## src/dps_pkg.sv

```systemverilog
package dps_pkg;

  localparam int MAX_PATTERN = 64;
  localparam int SEQ_DEPTH   = 8;
  localparam int PCT_W       = 7;
  localparam int LEN_W       = 7;
  localparam int STEP_W      = 6;
  localparam int SEQ_IDX_W   = 3;
  localparam int SEQ_LEN_W   = 4;
  localparam int PROD_W      = PCT_W + LEN_W;
  localparam int CFG_DATA_W  = 64;
  localparam int CFG_IDX_W   = 3;

  localparam logic [PCT_W-1:0] PCT_FULL = PCT_W'(100);

  typedef enum logic [1:0] {
    CMD_NONE     = 2'd0,
    CMD_STOP     = 2'd1,
    CMD_CONTINUE = 2'd2
  } cmd_t;

  typedef enum logic [1:0] {
    MODE_LEFT  = 2'd0,
    MODE_RIGHT = 2'd1,
    MODE_FIXED = 2'd2,
    MODE_ALT   = 2'd3
  } mode_t;

  typedef enum logic [CFG_IDX_W-1:0] {
    REG_PATTERN_LEN   = 3'd0,
    REG_MODE          = 3'd1,
    REG_FIXED_PATTERN = 3'd2,
    REG_SEQ_LEN       = 3'd3,
    REG_SEQ_TABLE     = 3'd4
  } reg_idx_t;

endpackage

```

## src/dps_if.sv

```systemverilog
interface dps_in_if;
  logic valid;
  logic ready;
  logic eligible;
  logic halted;

  modport source (output valid, eligible, halted, input ready);
  modport sink   (input valid, eligible, halted, output ready);
endinterface

interface dps_out_if;
  logic       valid;
  logic       ready;
  logic [1:0] command;
  logic       active_bit;
  logic [5:0] step_now;
  logic [6:0] target_percent;
  logic       period_wrapped;

  modport source (output valid, command, active_bit, step_now, target_percent,
                  period_wrapped, input ready);
  modport sink   (input valid, command, active_bit, step_now, target_percent,
                  period_wrapped, output ready);
endinterface

```

## src/duty_pattern_sequencer_top.sv

```systemverilog
// an accepted item's result is loaded into the output register in the next cycle
// throughput: one item per cycle; a new item is taken while the result register
// is empty or its item is being taken in the same cycle
// the single 7x7 percent-by-length product sets the path between the registers
// reset (rst, synchronous): step and sequence index to zero, output empty,
// registers to length 64, mode 0, pattern 0, sequence length 1, table 0
module duty_pattern_sequencer_top
  import dps_pkg::*;
(
  input  logic                  clk,
  input  logic                  rst,
  dps_in_if.sink                in_ch,
  dps_out_if.source             out_ch,
  input  logic                  wr_en,
  input  logic [CFG_IDX_W-1:0]  wr_index,
  input  logic [CFG_DATA_W-1:0] wr_data
);

  logic [LEN_W-1:0]               pattern_len;
  mode_t                          mode;
  logic [MAX_PATTERN-1:0]         fixed_pattern;
  logic [SEQ_LEN_W-1:0]           seq_len;
  logic [SEQ_DEPTH*PCT_W-1:0]     seq_table;

  logic [STEP_W-1:0]    step_count;
  logic [SEQ_IDX_W-1:0] seq_index;

  logic                 out_valid;
  cmd_t                 out_cmd;
  logic                 out_bit;
  logic [STEP_W-1:0]    out_step;
  logic [PCT_W-1:0]     out_pct;
  logic                 out_wrap;

  logic                 accept;
  logic [LEN_W-1:0]     len;
  logic [SEQ_LEN_W-1:0] slen;
  logic [PCT_W-1:0]     slot_pct;
  logic [PCT_W-1:0]     target;
  logic [PROD_W-1:0]    prod;
  logic [LEN_W-1:0]     step_ext;
  logic [LEN_W-1:0]     step_inc;
  logic [LEN_W-1:0]     left_gap;
  logic [PROD_W-1:0]    left_need;
  logic [PROD_W-1:0]    right_need;
  logic [STEP_W-1:0]    fixed_pos;
  logic                 bit_sel;
  cmd_t                 cmd;
  logic                 wrap;
  logic [SEQ_LEN_W-1:0] seq_inc;
  logic [STEP_W-1:0]    step_count_next;
  logic [SEQ_IDX_W-1:0] seq_index_next;

  assign in_ch.ready = !out_valid || out_ch.ready;
  assign accept      = in_ch.valid && in_ch.ready;

  always_ff @(posedge clk) begin
    if (rst) begin
      pattern_len   <= LEN_W'(MAX_PATTERN);
      mode          <= MODE_LEFT;
      fixed_pattern <= '0;
      seq_len       <= SEQ_LEN_W'(1);
      seq_table     <= '0;
    end else if (wr_en) begin
      unique case (wr_index)
        REG_PATTERN_LEN:   pattern_len   <= wr_data[LEN_W-1:0];
        REG_MODE:          mode          <= mode_t'(wr_data[1:0]);
        REG_FIXED_PATTERN: fixed_pattern <= wr_data[MAX_PATTERN-1:0];
        REG_SEQ_LEN:       seq_len       <= wr_data[SEQ_LEN_W-1:0];
        REG_SEQ_TABLE:     seq_table     <= wr_data[SEQ_DEPTH*PCT_W-1:0];
        default: ;
      endcase
    end
  end

  always_comb begin
    if (pattern_len == '0) len = LEN_W'(1);
    else if (pattern_len > LEN_W'(MAX_PATTERN)) len = LEN_W'(MAX_PATTERN);
    else len = pattern_len;

    if (seq_len == '0) slen = SEQ_LEN_W'(1);
    else if (seq_len > SEQ_LEN_W'(SEQ_DEPTH)) slen = SEQ_LEN_W'(SEQ_DEPTH);
    else slen = seq_len;

    slot_pct = seq_table[seq_index*PCT_W +: PCT_W];
    target   = (slot_pct > PCT_FULL) ? PCT_FULL : slot_pct;
    prod     = PROD_W'(target) * PROD_W'(len);

    step_ext = LEN_W'(step_count);
    step_inc = step_ext + LEN_W'(1);
    left_gap = len - step_ext;
    // step < t*len/100  <=>  100*(step+1) <= t*len
    left_need  = PROD_W'(step_inc) * PROD_W'(PCT_FULL);
    // step >= len - t*len/100  <=>  t*len >= 100*(len-step)
    right_need = PROD_W'(left_gap) * PROD_W'(PCT_FULL);
    fixed_pos  = STEP_W'(len - LEN_W'(1) - step_ext);

    unique case (mode)
      MODE_FIXED: bit_sel = (step_ext < len) ? fixed_pattern[fixed_pos] : 1'b0;
      MODE_RIGHT: bit_sel = (step_ext >= len) || (prod >= right_need);
      default:    bit_sel = (prod >= left_need);
    endcase

    if (!in_ch.eligible) cmd = CMD_NONE;
    else if (!bit_sel && !in_ch.halted) cmd = CMD_STOP;
    else if (bit_sel && in_ch.halted) cmd = CMD_CONTINUE;
    else cmd = CMD_NONE;

    wrap    = in_ch.eligible && (step_inc >= len);
    seq_inc = SEQ_LEN_W'(seq_index) + SEQ_LEN_W'(1);

    step_count_next = step_count;
    seq_index_next  = seq_index;
    if (in_ch.eligible) begin
      if (wrap) begin
        step_count_next = '0;
        if (mode != MODE_FIXED) begin
          seq_index_next = (seq_inc >= slen) ? '0 : seq_inc[SEQ_IDX_W-1:0];
        end
      end else begin
        step_count_next = step_inc[STEP_W-1:0];
      end
    end
  end

  always_ff @(posedge clk) begin
    if (rst) begin
      step_count <= '0;
      seq_index  <= '0;
      out_valid  <= 1'b0;
    end else begin
      if (accept) begin
        step_count <= step_count_next;
        seq_index  <= seq_index_next;
        out_valid  <= 1'b1;
      end else if (out_ch.ready) begin
        out_valid  <= 1'b0;
      end
    end
  end

  // result payload, loaded with each item
  always_ff @(posedge clk) begin
    if (accept) begin
      out_cmd  <= cmd;
      out_bit  <= in_ch.eligible && bit_sel;
      out_step <= step_count;
      out_pct  <= target;
      out_wrap <= wrap;
    end
  end

  assign out_ch.valid          = out_valid;
  assign out_ch.command        = out_cmd;
  assign out_ch.active_bit     = out_bit;
  assign out_ch.step_now       = out_step;
  assign out_ch.target_percent = out_pct;
  assign out_ch.period_wrapped = out_wrap;

endmodule
```

## src/flat_wrapper.sv

```systemverilog
// flat-port wrapper written by rule: the top's interface ports become plain ports
module duty_pattern_sequencer_top_flat import dps_pkg::*;
  (clk, rst, wr_en, wr_index, wr_data, in_ch_valid, in_ch_eligible, in_ch_halted, in_ch_ready, out_ch_valid, out_ch_command, out_ch_active_bit, out_ch_step_now, out_ch_target_percent, out_ch_period_wrapped, out_ch_ready);
  dps_in_if in_ch_i ();
  dps_out_if out_ch_i ();
  input  logic clk;
  input  logic rst;
  input  logic wr_en;
  input  logic [CFG_IDX_W-1:0] wr_index;
  input  logic [CFG_DATA_W-1:0] wr_data;
  input wire logic [$bits(in_ch_i.valid)-1:0] in_ch_valid;
  input wire logic [$bits(in_ch_i.eligible)-1:0] in_ch_eligible;
  input wire logic [$bits(in_ch_i.halted)-1:0] in_ch_halted;
  output wire logic [$bits(in_ch_i.ready)-1:0] in_ch_ready;
  output wire logic [$bits(out_ch_i.valid)-1:0] out_ch_valid;
  output wire logic [$bits(out_ch_i.command)-1:0] out_ch_command;
  output wire logic [$bits(out_ch_i.active_bit)-1:0] out_ch_active_bit;
  output wire logic [$bits(out_ch_i.step_now)-1:0] out_ch_step_now;
  output wire logic [$bits(out_ch_i.target_percent)-1:0] out_ch_target_percent;
  output wire logic [$bits(out_ch_i.period_wrapped)-1:0] out_ch_period_wrapped;
  input wire logic [$bits(out_ch_i.ready)-1:0] out_ch_ready;
  assign in_ch_i.valid = in_ch_valid;
  assign in_ch_i.eligible = in_ch_eligible;
  assign in_ch_i.halted = in_ch_halted;
  assign in_ch_ready = in_ch_i.ready;
  assign out_ch_valid = out_ch_i.valid;
  assign out_ch_command = out_ch_i.command;
  assign out_ch_active_bit = out_ch_i.active_bit;
  assign out_ch_step_now = out_ch_i.step_now;
  assign out_ch_target_percent = out_ch_i.target_percent;
  assign out_ch_period_wrapped = out_ch_i.period_wrapped;
  assign out_ch_i.ready = out_ch_ready;
  duty_pattern_sequencer_top u_core (.clk(clk), .rst(rst), .in_ch(in_ch_i), .out_ch(out_ch_i), .wr_en(wr_en), .wr_index(wr_index), .wr_data(wr_data));
endmodule
```

## config.mk

```make
export PLATFORM = sky130hd
export DESIGN_NAME = duty_pattern_sequencer_top_flat
export DESIGN_NICKNAME = d
export VERILOG_FILES = /design/src/dps_pkg.sv /design/src/dps_if.sv /design/src/duty_pattern_sequencer_top.sv /design/src/flat_wrapper.sv
export SDC_FILE = /design/constraint.sdc
export NUM_CORES = 1
export LEC_CHECK = 0
export BUFFER_PORTS_ARGS = -buffer_cell sky130_fd_sc_hd__buf_4
export CORE_MARGIN = 1.5
export CORE_UTILIZATION = 59
export DETAILED_ROUTE_END_ITERATION = 12
export PLACE_DENSITY_LB_ADDON = 0.3
export SLEW_MARGIN = 20
export SYNTH_ARGS = -nofsm -noshare
export SYNTH_HDL_FRONTEND = slang
export SYNTH_SLANG_ARGS = --single-unit
```

## constraint.sdc

```tcl
create_clock -name clk -period 9.2 [get_ports clk]
set_input_delay 0.46 -clock clk [delete_from_list [all_inputs] [get_ports clk]]
set_output_delay 0.46 -clock clk [all_outputs]
set_load 0.02 [all_outputs]
```

* After elaboration in Yosys (flattened, before gate mapping) *
Index checks and enable logic that the tools add are counted.

operators by class
  add/sub/neg operators = 5
  magnitude comparators = 10
  multipliers = 4
  shift-type cells = 1
  bitwise operators = 1
  equal/unequal tests = 7
  reduce and logical (&&, ||, !) cells = 22
  muxes and demuxes = 15

operators with widths
  kind                                                number
  variable part select 56 x 7 -> 7 bit                1
  greater-or-equal comparator 14 bit                  2
  multiplier 7 x 5 -> 12 bit, second input constant   2
  two-way mux 7 bit                                   3
  > comparator 7 bit, second input constant           2
  multiplier 7 x 7 -> 14 bit                          1
  AND reduction 2 bit                                 6
  two-way mux 4 bit                                   2
  adder 6 x 1 -> 7 bit, second input constant         1
  greater-or-equal comparator 6 x 7 -> 1 bit          1
  greater-or-equal comparator 7 bit                   1
  logical NOT 7 bit                                   1
  < comparator 6 x 7 -> 1 bit                         1
  < comparator 6 x 7 -> 1 bit, second input constant  1
  subtractor 7 x 6 -> 7 bit                           1
  binary-select mux 1 bit (select 6 bit)              1
  == test 3 x 2 -> 1 bit, second input constant       2
  multiplier 3 x 3 -> 6 bit, second input constant    1
  two-way mux 6 bit                                   1
  subtractor 6 x 1 -> 6 bit, second input constant    1
  subtractor 6 bit                                    1
  logical AND 1 bit                                   5
  two-way mux 1 bit                                   5
  adder 3 x 1 -> 4 bit, second input constant         1
  other kinds (18)                                    21

word-level totals
  register bits = 160
  logic and storage cells = 79

* Logic depth before layout (Yosys ltp) *
Gate-level depths: netlist of run 1.

  depth in word-level cells = 12
  mapped depth = 32
  depth with buffers taken out = 31

* Worst setup path before layout of run 1 *
No wires, ideal clock.

  path kind = flip-flop to flip-flop
  start point = register u_core.seq_index[0]
  end point = register u_core.out_cmd[0] (netlist: u_core.out_ch.command[0]) (data pin)
  library setup time = 0.255 ns
  arrival time = 6.776 ns
  stages on the path, launching flop included = 29
  setup slack = 2.169 ns
  required time = 8.945 ns
  path through = dfxtp_1 > buf_6 > buf_6 > mux4_2 > mux2i_1 > a21oi_1 > o21ai_1 > and2b_2 > nand2_1 > fa_1 > fa_1 > inv_1 > fa_1 > inv_1 > fa_1 > inv_1 > ha_1 > a21boi_0 > o21ai_0 > a21oi_1 > o21ai_0 > mux2i_1 > nand2_1 > ha_1 > nand4_1 > or4_1 > a21oi_1 > o22ai_2 > nor3b_2

between the ends
  cells in the longest elaborated chain, start to end = 11

RTL lines
  element                                   line                               text
  start, declared                           duty_pattern_sequencer_top.sv:26   logic [SEQ_IDX_W-1:0] seq_index;
  start signal, assigned                    duty_pattern_sequencer_top.sv:134  seq_index <= seq_index_next;
  multiplier 3 x 3 -> 6 bit (*)             duty_pattern_sequencer_top.sv:85   slot_pct = seq_table[seq_index*PCT_W +: PCT_W];
  variable part select 56 x 7 -> 7 bit (*)  duty_pattern_sequencer_top.sv:85
  > comparator 7 bit                        duty_pattern_sequencer_top.sv:86   target = (slot_pct > PCT_FULL) ? PCT_FULL : slot_pct;
  two-way mux 7 bit (*)                     duty_pattern_sequencer_top.sv:86
  via u_core.target[1]                      duty_pattern_sequencer_top.sv:39   logic [PCT_W-1:0] target;
  multiplier 7 x 7 -> 14 bit (*)            duty_pattern_sequencer_top.sv:87   prod = PROD_W'(target) * PROD_W'(len);
  greater-or-equal comparator 14 bit        duty_pattern_sequencer_top.sv:100  MODE_RIGHT: bit_sel = (step_ext >= len) || (prod >= right_need);
  logical OR 1 bit                          duty_pattern_sequencer_top.sv:100
  case mux 1 bit (2 select lines) (*)       duty_pattern_sequencer_top.sv:98   unique case (mode)
  logical NOT 1 bit (*)                     duty_pattern_sequencer_top.sv:105  else if (!bit_sel && !in_ch.halted) cmd = CMD_STOP;
  logical AND 1 bit (*)                     duty_pattern_sequencer_top.sv:105
  two-way mux 1 bit (*)                     duty_pattern_sequencer_top.sv:105
  end signal, assigned                      duty_pattern_sequencer_top.sv:145  out_cmd <= cmd;
  end, declared                             duty_pattern_sequencer_top.sv:29   cmd_t out_cmd;

The timed path passes the listed nets; every way through them passes the cells marked *.
A chain may end at the register's enable or synchronous reset.

* Final worst setup path of run 1 *
Same ends and word-level chain as after synthesis.

==> reports/qor.txt, run 1 <==
Pre-CTS setup slack: 1.21 ns
Syn-to-layout area delta: 12.4%
Die area: 19100 um2
Post-CTS resize count: 0
Commonest non-fill, non-tap cell in the layout: nand2_1
# rows: 49
Slowest stage cell on the critical path: dfxtp_1
Placer Congestion: 0.939
Vias in the first global route: 8852
Hold Crit Start: wr_data[61]
Slack of the critical path: 1.10 ns
Gr usage total: 28.3%
Max IR drop VDD: 0.000137 V
Buffer count from post-CTS setup fixing: 0
Status: completed
Critical path class: flop to flop
Warnings from Yosys: 0
First-pass GRT wire length: 43.2 mm
CP endpoint kind: flop
Fin. max-slew vios: 0
Skew-Pair Late Insertion Delay: 0.43 ns
Synthesis-stage register bit count: 160
Reg2reg start: u_core.seq_index[0]$_SDFFE_PP0P_
# placed instances: 1515
Multiplexer area fraction after synthesis: 9.04%
Core box area: 18000 um2
Cts hold-fix bufs: 0
CTS tree: yes
Num CTS Buffers: 17
Final Hold Vio Count: 0
Asr flop ratio synth: 0%
Final HPWL DP: 20.2 mm
Top-area cell type share of the netlist area: 26.5%
CTS H-tree depth: 4
Max_slew headroom: 28.6%
Antenna violations before repair: 0
Gr ovfl total: 0
Clk_skew: 0.00954 ns
Die Wd: 138 um
Starting density of the core: 60.1%
Setup_tns: 0 ns
I/O Pins: 93
Worst Hold Class: input pin to flop
Layout Utilization: 67.5%
Clk pin slew, worst setup/hold paths: 0.07 ns
Most frequent cells in the layout: 304 x nand2_1, 172 x a21oi_1, 143 x dfxtp_1
Post-layout minimum cycle time: 8.10 ns
Vias after detailed routing: 8968
Final Routed Wirelength: 27.0 mm
Die Ht: 138 um
Post-synthesis adder-cell area fraction: 20.3%
Worst-path fanout max: 12
Diode count: 0
Hold Slack: 0.267 ns
Critical Path Max Stage Delay: 0.70 ns
Pwr/cell area: 140 nW/um2
Crit path DAT: 8.39 ns
Avg WL per Cell: 17.5 um
RSZ-0062 raised after global routing: false
Post-Synth XOR/XNOR Area: 2.84%
EDFF count, synth: 17
Post-synthesis compound-gate area fraction: 12.7%
Tightest Pin Transition: 1.07 ns
Largest net degree at the start of global routing: 85
Final cell count without fillers: 1547
Fmax: 123 MHz
Synth Flop Type: dfxtp_1
Post-Synth Simple-Gate Area: 17.7%
Pleak: 5.34 nW
DRC Markers: 0
Share of cells above drive strength 1: 13.0%
Share of the yosys chip area belonging to registers: 31.2%
Final net count: 1536
CTS root buf: clkbuf_16
Drt first pass iters: 6
Fin area: 12100 um2
Pwr Total: 1.70 mW
Crit path required time: 9.49 ns
Clock buffer depth: 2
1st-iter DRT viols: 526
Final period util: 88.1%
Critical Path Source Type: flop
Synth cell types: 65
Critical path startpoint: u_core.seq_index[0]$_SDFFE_PP0P_
Number of max-cap violations: 0
Syn Area/Cell: 8.66 um2
I/O Buffers: 92
CP dominant cell by count: fa_1
Cell taking the most area after synthesis: dfxtp_1
R2r setup slk: 1.10 ns
DRT antenna net count: 0
Mapped Cells: 1247
Via/cell ratio: 5.80
DP Area: 11500 um2
# setup viols final: 0
CTS sink count: 160
Synth area leaders: dfxtp_1 27%, ha_1 15%, nand2_1 11%
Largest family of logic cells by synthesized area: adder cells
Fillcell total: 1499
Syn nets: 1478
Synth Cell Area: 10800 um2
[metal layers]
metal / up-vias / wire (um) / global-route usage (%)
li1: 4336 / - / -
met5: - / 0 / 0
met2: 315 / 13400 / 49.9
met4: 0 / 1280 / 14.0
met1: 4241 / 10900 / 33.5
met3: 76 / 1390 / 4.50
[cell usage after synthesis, drive strengths merged, types with 12 or more instances]
library cell	number
nand2	304
xor2	15
a21o	15
edfxtp	17
inv	93
dfxtp	143
xnor2	20
nand2b	12
mux4	35
nor2	64
o21ai	22
a21oi	172
ha	127
fa	30
clkbuf	45
nor2b	22
buf	13
[where the power goes]
group	switching, mW	total [mW]	internal (mW)
clock network	0.336	0.728	0.392
registers	0.0121	0.734	0.722
logic	0.133	0.234	0.101
[flip-flops by register name, indices dropped and copies added, names as in the netlist]
register,flops
u_core.out_ch.valid,1
u_core.pattern_len,7
u_core.out_ch.step_now,6
u_core.step_count,6
u_core.fixed_pattern,64
u_core.mode,2
u_core.out_ch.period_wrapped,1
u_core.out_ch.target_percent,7
u_core.seq_len,4
u_core.out_ch.command,2
u_core.out_ch.active_bit,1
u_core.seq_index,3
u_core.seq_table,56
[cell type report]
class                           instances  area [um2]  area share (%)
Tap cell                              229         287            2.36
Clock buffer                           17         425            3.51
Multi-Input combinational cell        934        6770            55.8
Sequential cell                       160        3370            27.8
Timing Repair Buffer                   98         736            6.06
Inverter                               94         358            2.95
Clock inverter                         15         186            1.54
[worst max-delay path: cells and delay by family, from the launching register on]
kind                       cells  cell delay [ns]
adders and majority gates      6             2.80
AOI/OAI and AO/OA             10             2.05
muxes                          3             1.04
and+or+nand+nor                6             0.93
DFF                            1             0.70
buffers and inverters          4             0.44
[path summary, 6_finish.rpt]
kind,endpoint,depth (start not counted)
hold reg to reg,u_core.fixed_pattern[33]$_SDFFE_PP0P_,2
setup reg to reg,u_core.out_ch.command[0]$_SDFFCE_PN0P_,29
setup / recovery,u_core.out_ch.command[0]$_SDFFCE_PN0P_,29
hold / removal,u_core.fixed_pattern[61]$_SDFFE_PP0P_,3
[logic make-up (layout without fill, tap and decap cells)]
logic type                 after synthesis  after routing
DFF                                    160            160
adders and majority gates              157            157
xor gates and xnor gates                35             35
buffers and inverters                  153            224
muxes                                   47             47
and+or+nand+nor                        451            451
AOI/OAI and AO/OA                      244            244
Power figures use the tool's default switching activity.
==> inputs of run 2 (changes only) <==
- CELL_PAD_IN_SITES_DETAIL_PLACEMENT: default -> 1
- CELL_PAD_IN_SITES_GLOBAL_PLACEMENT: default -> 1
- CORE_UTILIZATION: 59 -> 46
==> reports/qor.txt, run 2 (same netlist as run 1, synthesis figures left out) <==
Status: completed
Crit path required time: 9.40 ns
Die Ht: 156 um
Clk pin slew, worst setup/hold paths: 0.08 ns
Pleak: 5.35 nW
Num CTS Buffers: 17
Fmax: 124 MHz
Cell internal pwr: 1.20 mW
Gr ovfl total: 0
Largest net degree at the start of global routing: 85
# setup viols final: 0
Max_slew headroom: 33.1%
Worst path buffer plus inverter count: 3
Final HPWL DP: 23.1 mm
Final cell count without fillers: 1632
Die area: 24400 um2
Fin. max-slew vios: 0
Crit path max-delay family: adder cells
DRC Markers: 0
Diode count: 0
Critical path class: flop to flop
CTS H-tree depth: 4
Slack of the critical path: 1.13 ns
Switch share: 29.8%
Critical Path Source Type: flop
Largest registers: u_core.fixed_pattern x64, u_core.seq_table x56
Pwr Total: 1.71 mW
Core box area: 22800 um2
Psw: 0.509 mW
Commonest non-fill, non-tap cell in the layout: nand2_1
1st-iter DRT viols: 483
Largest Register: u_core.fixed_pattern
Vias after detailed routing: 8983
Syn-to-layout area delta: 13.5%
Drt first pass iters: 5
Final net count: 1537
CP dominant cell by count: fa_1
RSZ-0062 raised after global routing: false
# placed instances: 1600
Final Hold Vio Count: 0
Final period util: 87.8%
CTS root buf: clkbuf_16
Worst-path fanout max: 25
Most frequent cells in the layout: 304 x nand2_1, 172 x a21oi_1, 143 x dfxtp_1
Share of cells above drive strength 1: 13.0%
Avg WL per Cell: 18.6 um
CTS tree: yes
Buffer count from post-CTS setup fixing: 0
Clock buffer depth: 2
Clock power frac: 43.0%
Critical Path Max Stage Delay: 0.94 ns
Via/cell ratio: 5.50
CTS sink count: 160
Cts hold-fix bufs: 0
First-pass GRT wire length: 49.6 mm
Pwr/cell area: 139 nW/um2
Antenna violations before repair: 0
Worst Hold Class: input pin to flop
Max reg flops: 64
DRT antenna net count: 0
Vias in the first global route: 9596
# rows: 55
Max IR drop VDD: 0.000110 V
Die Wd: 156 um
I/O Pins: 93
CP endpoint kind: flop
Starting density of the core: 47.3%
Gr usage total: 26.2%
Final Routed Wirelength: 30.4 mm
Pre-CTS setup slack: 1.21 ns
Combinational share of power: 14.0%
Post-CTS resize count: 0
Crit path DAT: 8.27 ns
Placer Congestion: 0.921
Clk_skew: 0.0171 ns
Skew-Pair Late Insertion Delay: 0.44 ns
Number of max-cap violations: 0
Seq pwr share: 43.0%
Post-layout minimum cycle time: 8.07 ns
Slowest stage cell on the critical path: dfxtp_1
I/O Buffers: 92
Setup_tns: 0 ns
Tightest Pin Transition: 1.00 ns
==> run 2: cell types whose count changed in the layout (fill, tap and decap cells not counted), sizes merged <==
cell    before  now
clkinv       5    7
buf         98   99
bufinv       1    0
inv        102  101
==> run 2: area by class of cell <==
| cell class | instances | area, um2 |
|---|---|---|
| Multi-Input combinational cell | 934 | 6770 |
| Clock buffer | 17 | 425 |
| Fill cell | 2740 | 10600 |
| Clock inverter | 15 | 200 |
| Timing Repair Buffer | 99 | 743 |
| Tap cell | 313 | 392 |
| Sequential cell | 160 | 3370 |
| Inverter | 94 | 358 |
==> run 2: worst register-to-register path, delay by kind of cell, from the launching register on <==
family          cells  cell delay (ns)
compound gates      8             1.57
fa+ha+maj           6             2.79
buf+inv             3             0.15
flops               1             0.94
mux                 3             0.97
simple gates        7             1.43
==> run 2: final timing paths <==
kind | startpoint | to | slack (ns) | depth (start not counted)
max | u_core.seq_index[1]$_SDFFE_PP0P_ | u_core.out_ch.command[0]$_SDFFCE_PN0P_ | 1.13 | 27
min | wr_data[60] | u_core.fixed_pattern[60]$_SDFFE_PP0P_ | 0.26 | 3
max reg2reg | u_core.seq_index[1]$_SDFFE_PP0P_ | u_core.out_ch.command[0]$_SDFFCE_PN0P_ | 1.13 | 27
min reg2reg | u_core.fixed_pattern[61]$_SDFFE_PP0P_ | u_core.fixed_pattern[61]$_SDFFE_PP0P_ | 0.45 | 2
==> run 2: power groups by stage <==
stage	Combinational, mW	Sequential (mW)	Clock [mW]
floorplan	0.149	0.750	0
CTS	0.239	0.734	0.743
finish	0.239	0.734	0.734
global route	0.268	0.736	0.773
global placement	0.229	0.750	0
detailed placement	0.236	0.751	0
==> run 2: routing by layer <==
metal / track usage [%] / vias to the layer above / wire length [um]
met5: 0 / - / 0
met1: 30.5 / 4419 / 12700
met4: 9.89 / 0 / 975
li1: - / 4336 / -
met3: 3.89 / 57 / 964
met2: 48.5 / 171 / 15700
==> run 2: metrics by stage <==
stage / cell area, um2 / hold WS [ns] / util, %
after floorplan: 10800 / 0.406 / -
after detailed placement: 11600 / 0.446 / 50.9
after global placement: 11600 / 0.438 / 50.9
final: 12300 / 0.263 / 53.6
after CTS: 12200 / 0.251 / 53.6
after global routing: 12300 / 0.268 / 53.6
==> inputs of run 3 (changes only) <==
- CORE_ASPECT_RATIO: default -> 1.4
==> reports/qor.txt, run 3 (same netlist as run 1, synthesis figures left out) <==
CP endpoint kind: flop
Drt first pass iters: 4
Crit path DAT: 8.37 ns
Core box area: 23100 um2
1st-iter DRT viols: 424
Reg2reg start: u_core.seq_index[0]$_SDFFE_PP0P_
Gr ovfl total: 0
Fmax: 124 MHz
Pre-CTS setup slack: 1.08 ns
RSZ-0062 raised after global routing: false
Starting density of the core: 46.7%
Multi-input gate area: 6770 um2
Commonest non-fill, non-tap cell in the layout: nand2_1
CTS H-tree depth: 4
Final Hold Vio Count: 0
Syn-to-layout area delta: 13.0%
# rows: 66
Die Wd: 132 um
Clock buffer depth: 2
Final net count: 1537
Largest net degree at the start of global routing: 87
I/O Buffers: 92
Slack of the critical path: 1.12 ns
DRC Markers: 0
Buffer count from post-CTS setup fixing: 0
Max IR drop VDD: 0.000129 V
Fillcell total: 2801
Critical Path Max Stage Delay: 0.66 ns
CP dominant cell by count: fa_1
Critical Path Source Type: flop
Layout Utilization: 52.8%
Final cell count without fillers: 1626
# placed instances: 1593
Hold path depth: 3
Pwr/cell area: 138 nW/um2
R2r setup slk: 1.12 ns
# setup viols final: 0
I/O Pins: 93
Cts hold-fix bufs: 0
Critical path startpoint: u_core.seq_index[0]$_SDFFE_PP0P_
Worst reg2reg path depth: 29
CTS root buf: clkbuf_16
Num CTS Buffers: 17
Die area: 24400 um2
Status: completed
Number of max-cap violations: 0
Crit path required time: 9.49 ns
Placer Congestion: 0.879
Skew-Pair Late Insertion Delay: 0.44 ns
Gr usage total: 28.4%
Tightest Pin Transition: 1.08 ns
Via/cell ratio: 5.57
Vias in the first global route: 9908
Reg area: 3370 um2
First-pass GRT wire length: 52.5 mm
Most frequent cells in the layout: 304 x nand2_1, 172 x a21oi_1, 143 x dfxtp_1
Antenna violations before repair: 2
Final Routed Wirelength: 33.5 mm
CTS sink count: 160
R2R Path End: u_core.out_ch.command[0]$_SDFFCE_PN0P_
Worst-path fanout max: 11
Clk pin slew, worst setup/hold paths: 0.07 ns
Post-CTS resize count: 0
Share of cells above drive strength 1: 12.7%
Largest registers: u_core.fixed_pattern x64, u_core.seq_table x56
Max_slew headroom: 28.0%
Critical path class: flop to flop
Hold Slack: 0.265 ns
Die Ht: 184 um
CTS tree: yes
Vias after detailed routing: 9051
DRT antenna net count: 0
Slowest stage cell on the critical path: dfxtp_1
Post-layout minimum cycle time: 8.08 ns
Max reg flops: 64
Fin. max-slew vios: 0
Clk_skew: 0.00814 ns
Final period util: 87.8%
Final HPWL DP: 25.9 mm
Setup crit end: u_core.out_ch.command[0]$_SDFFCE_PN0P_
Setup_tns: 0 ns
Avg WL per Cell: 20.6 um
Worst Hold Class: input pin to flop
Pleak: 5.33 nW
Largest Register: u_core.fixed_pattern
## run 3: power breakdown
part	switching [mW]	internal (mW)	total, mW
clock network	0.295	0.415	0.709
registers	0.0128	0.722	0.735
logic	0.143	0.102	0.244
total	0.450	1.24	1.69
## run 3: layout make-up
type / instances / area share (%)
Antenna cell: 1 / 0.0205
Clock inverter: 9 / 0.862
Multi-Input combinational cell: 934 / 55.5
Clock buffer: 23 / 3.84
Sequential cell: 160 / 27.7
Inverter: 94 / 2.93
Tap cell: 306 / 3.14
Timing Repair Buffer: 99 / 6.09
## run 3: layer usage
metal	wire, um	vias up	global-route usage [%]
li1	-	4348	-
met1	12600	4413	29.3
met2	17900	196	53.9
met3	1010	92	4.15
met4	1960	2	17.4
met5	13	-	0
## run 3: per-stage QoR
step | area [um2] | total power [mW]
final | 12200 | 1.69
after global routing | 12200 | 1.75
after CTS | 12200 | 1.70
after detailed placement | 11600 | 0.994
after global placement | 11600 | 0.982
after floorplan | 10800 | 0.899
## run 3: worst min path at each step
stage / startpoint / to
global route: wr_data[62] / u_core.fixed_pattern[62]$_SDFFE_PP0P_
floorplan: u_core.step_count[2]$_SDFFE_PP0P_ / u_core.out_ch.step_now[2]$_DFFE_PP_
CTS: wr_data[62] / u_core.fixed_pattern[62]$_SDFFE_PP0P_
finish: wr_data[62] / u_core.fixed_pattern[62]$_SDFFE_PP0P_
detailed placement: u_core.fixed_pattern[13]$_SDFFE_PP0P_ / u_core.fixed_pattern[13]$_SDFFE_PP0P_
global placement: u_core.fixed_pattern[53]$_SDFFE_PP0P_ / u_core.fixed_pattern[53]$_SDFFE_PP0P_
## run 3: worst max-delay path: cells and delay by family (launching register included)
kind | cells | cell delay, ns
buffers and inverters | 4 | 0.48
DFF | 1 | 0.66
AOI/OAI and AO/OA | 10 | 2.03
muxes | 3 | 1.02
adders and majority gates | 6 | 2.80
and+or+nand+nor | 6 | 0.93
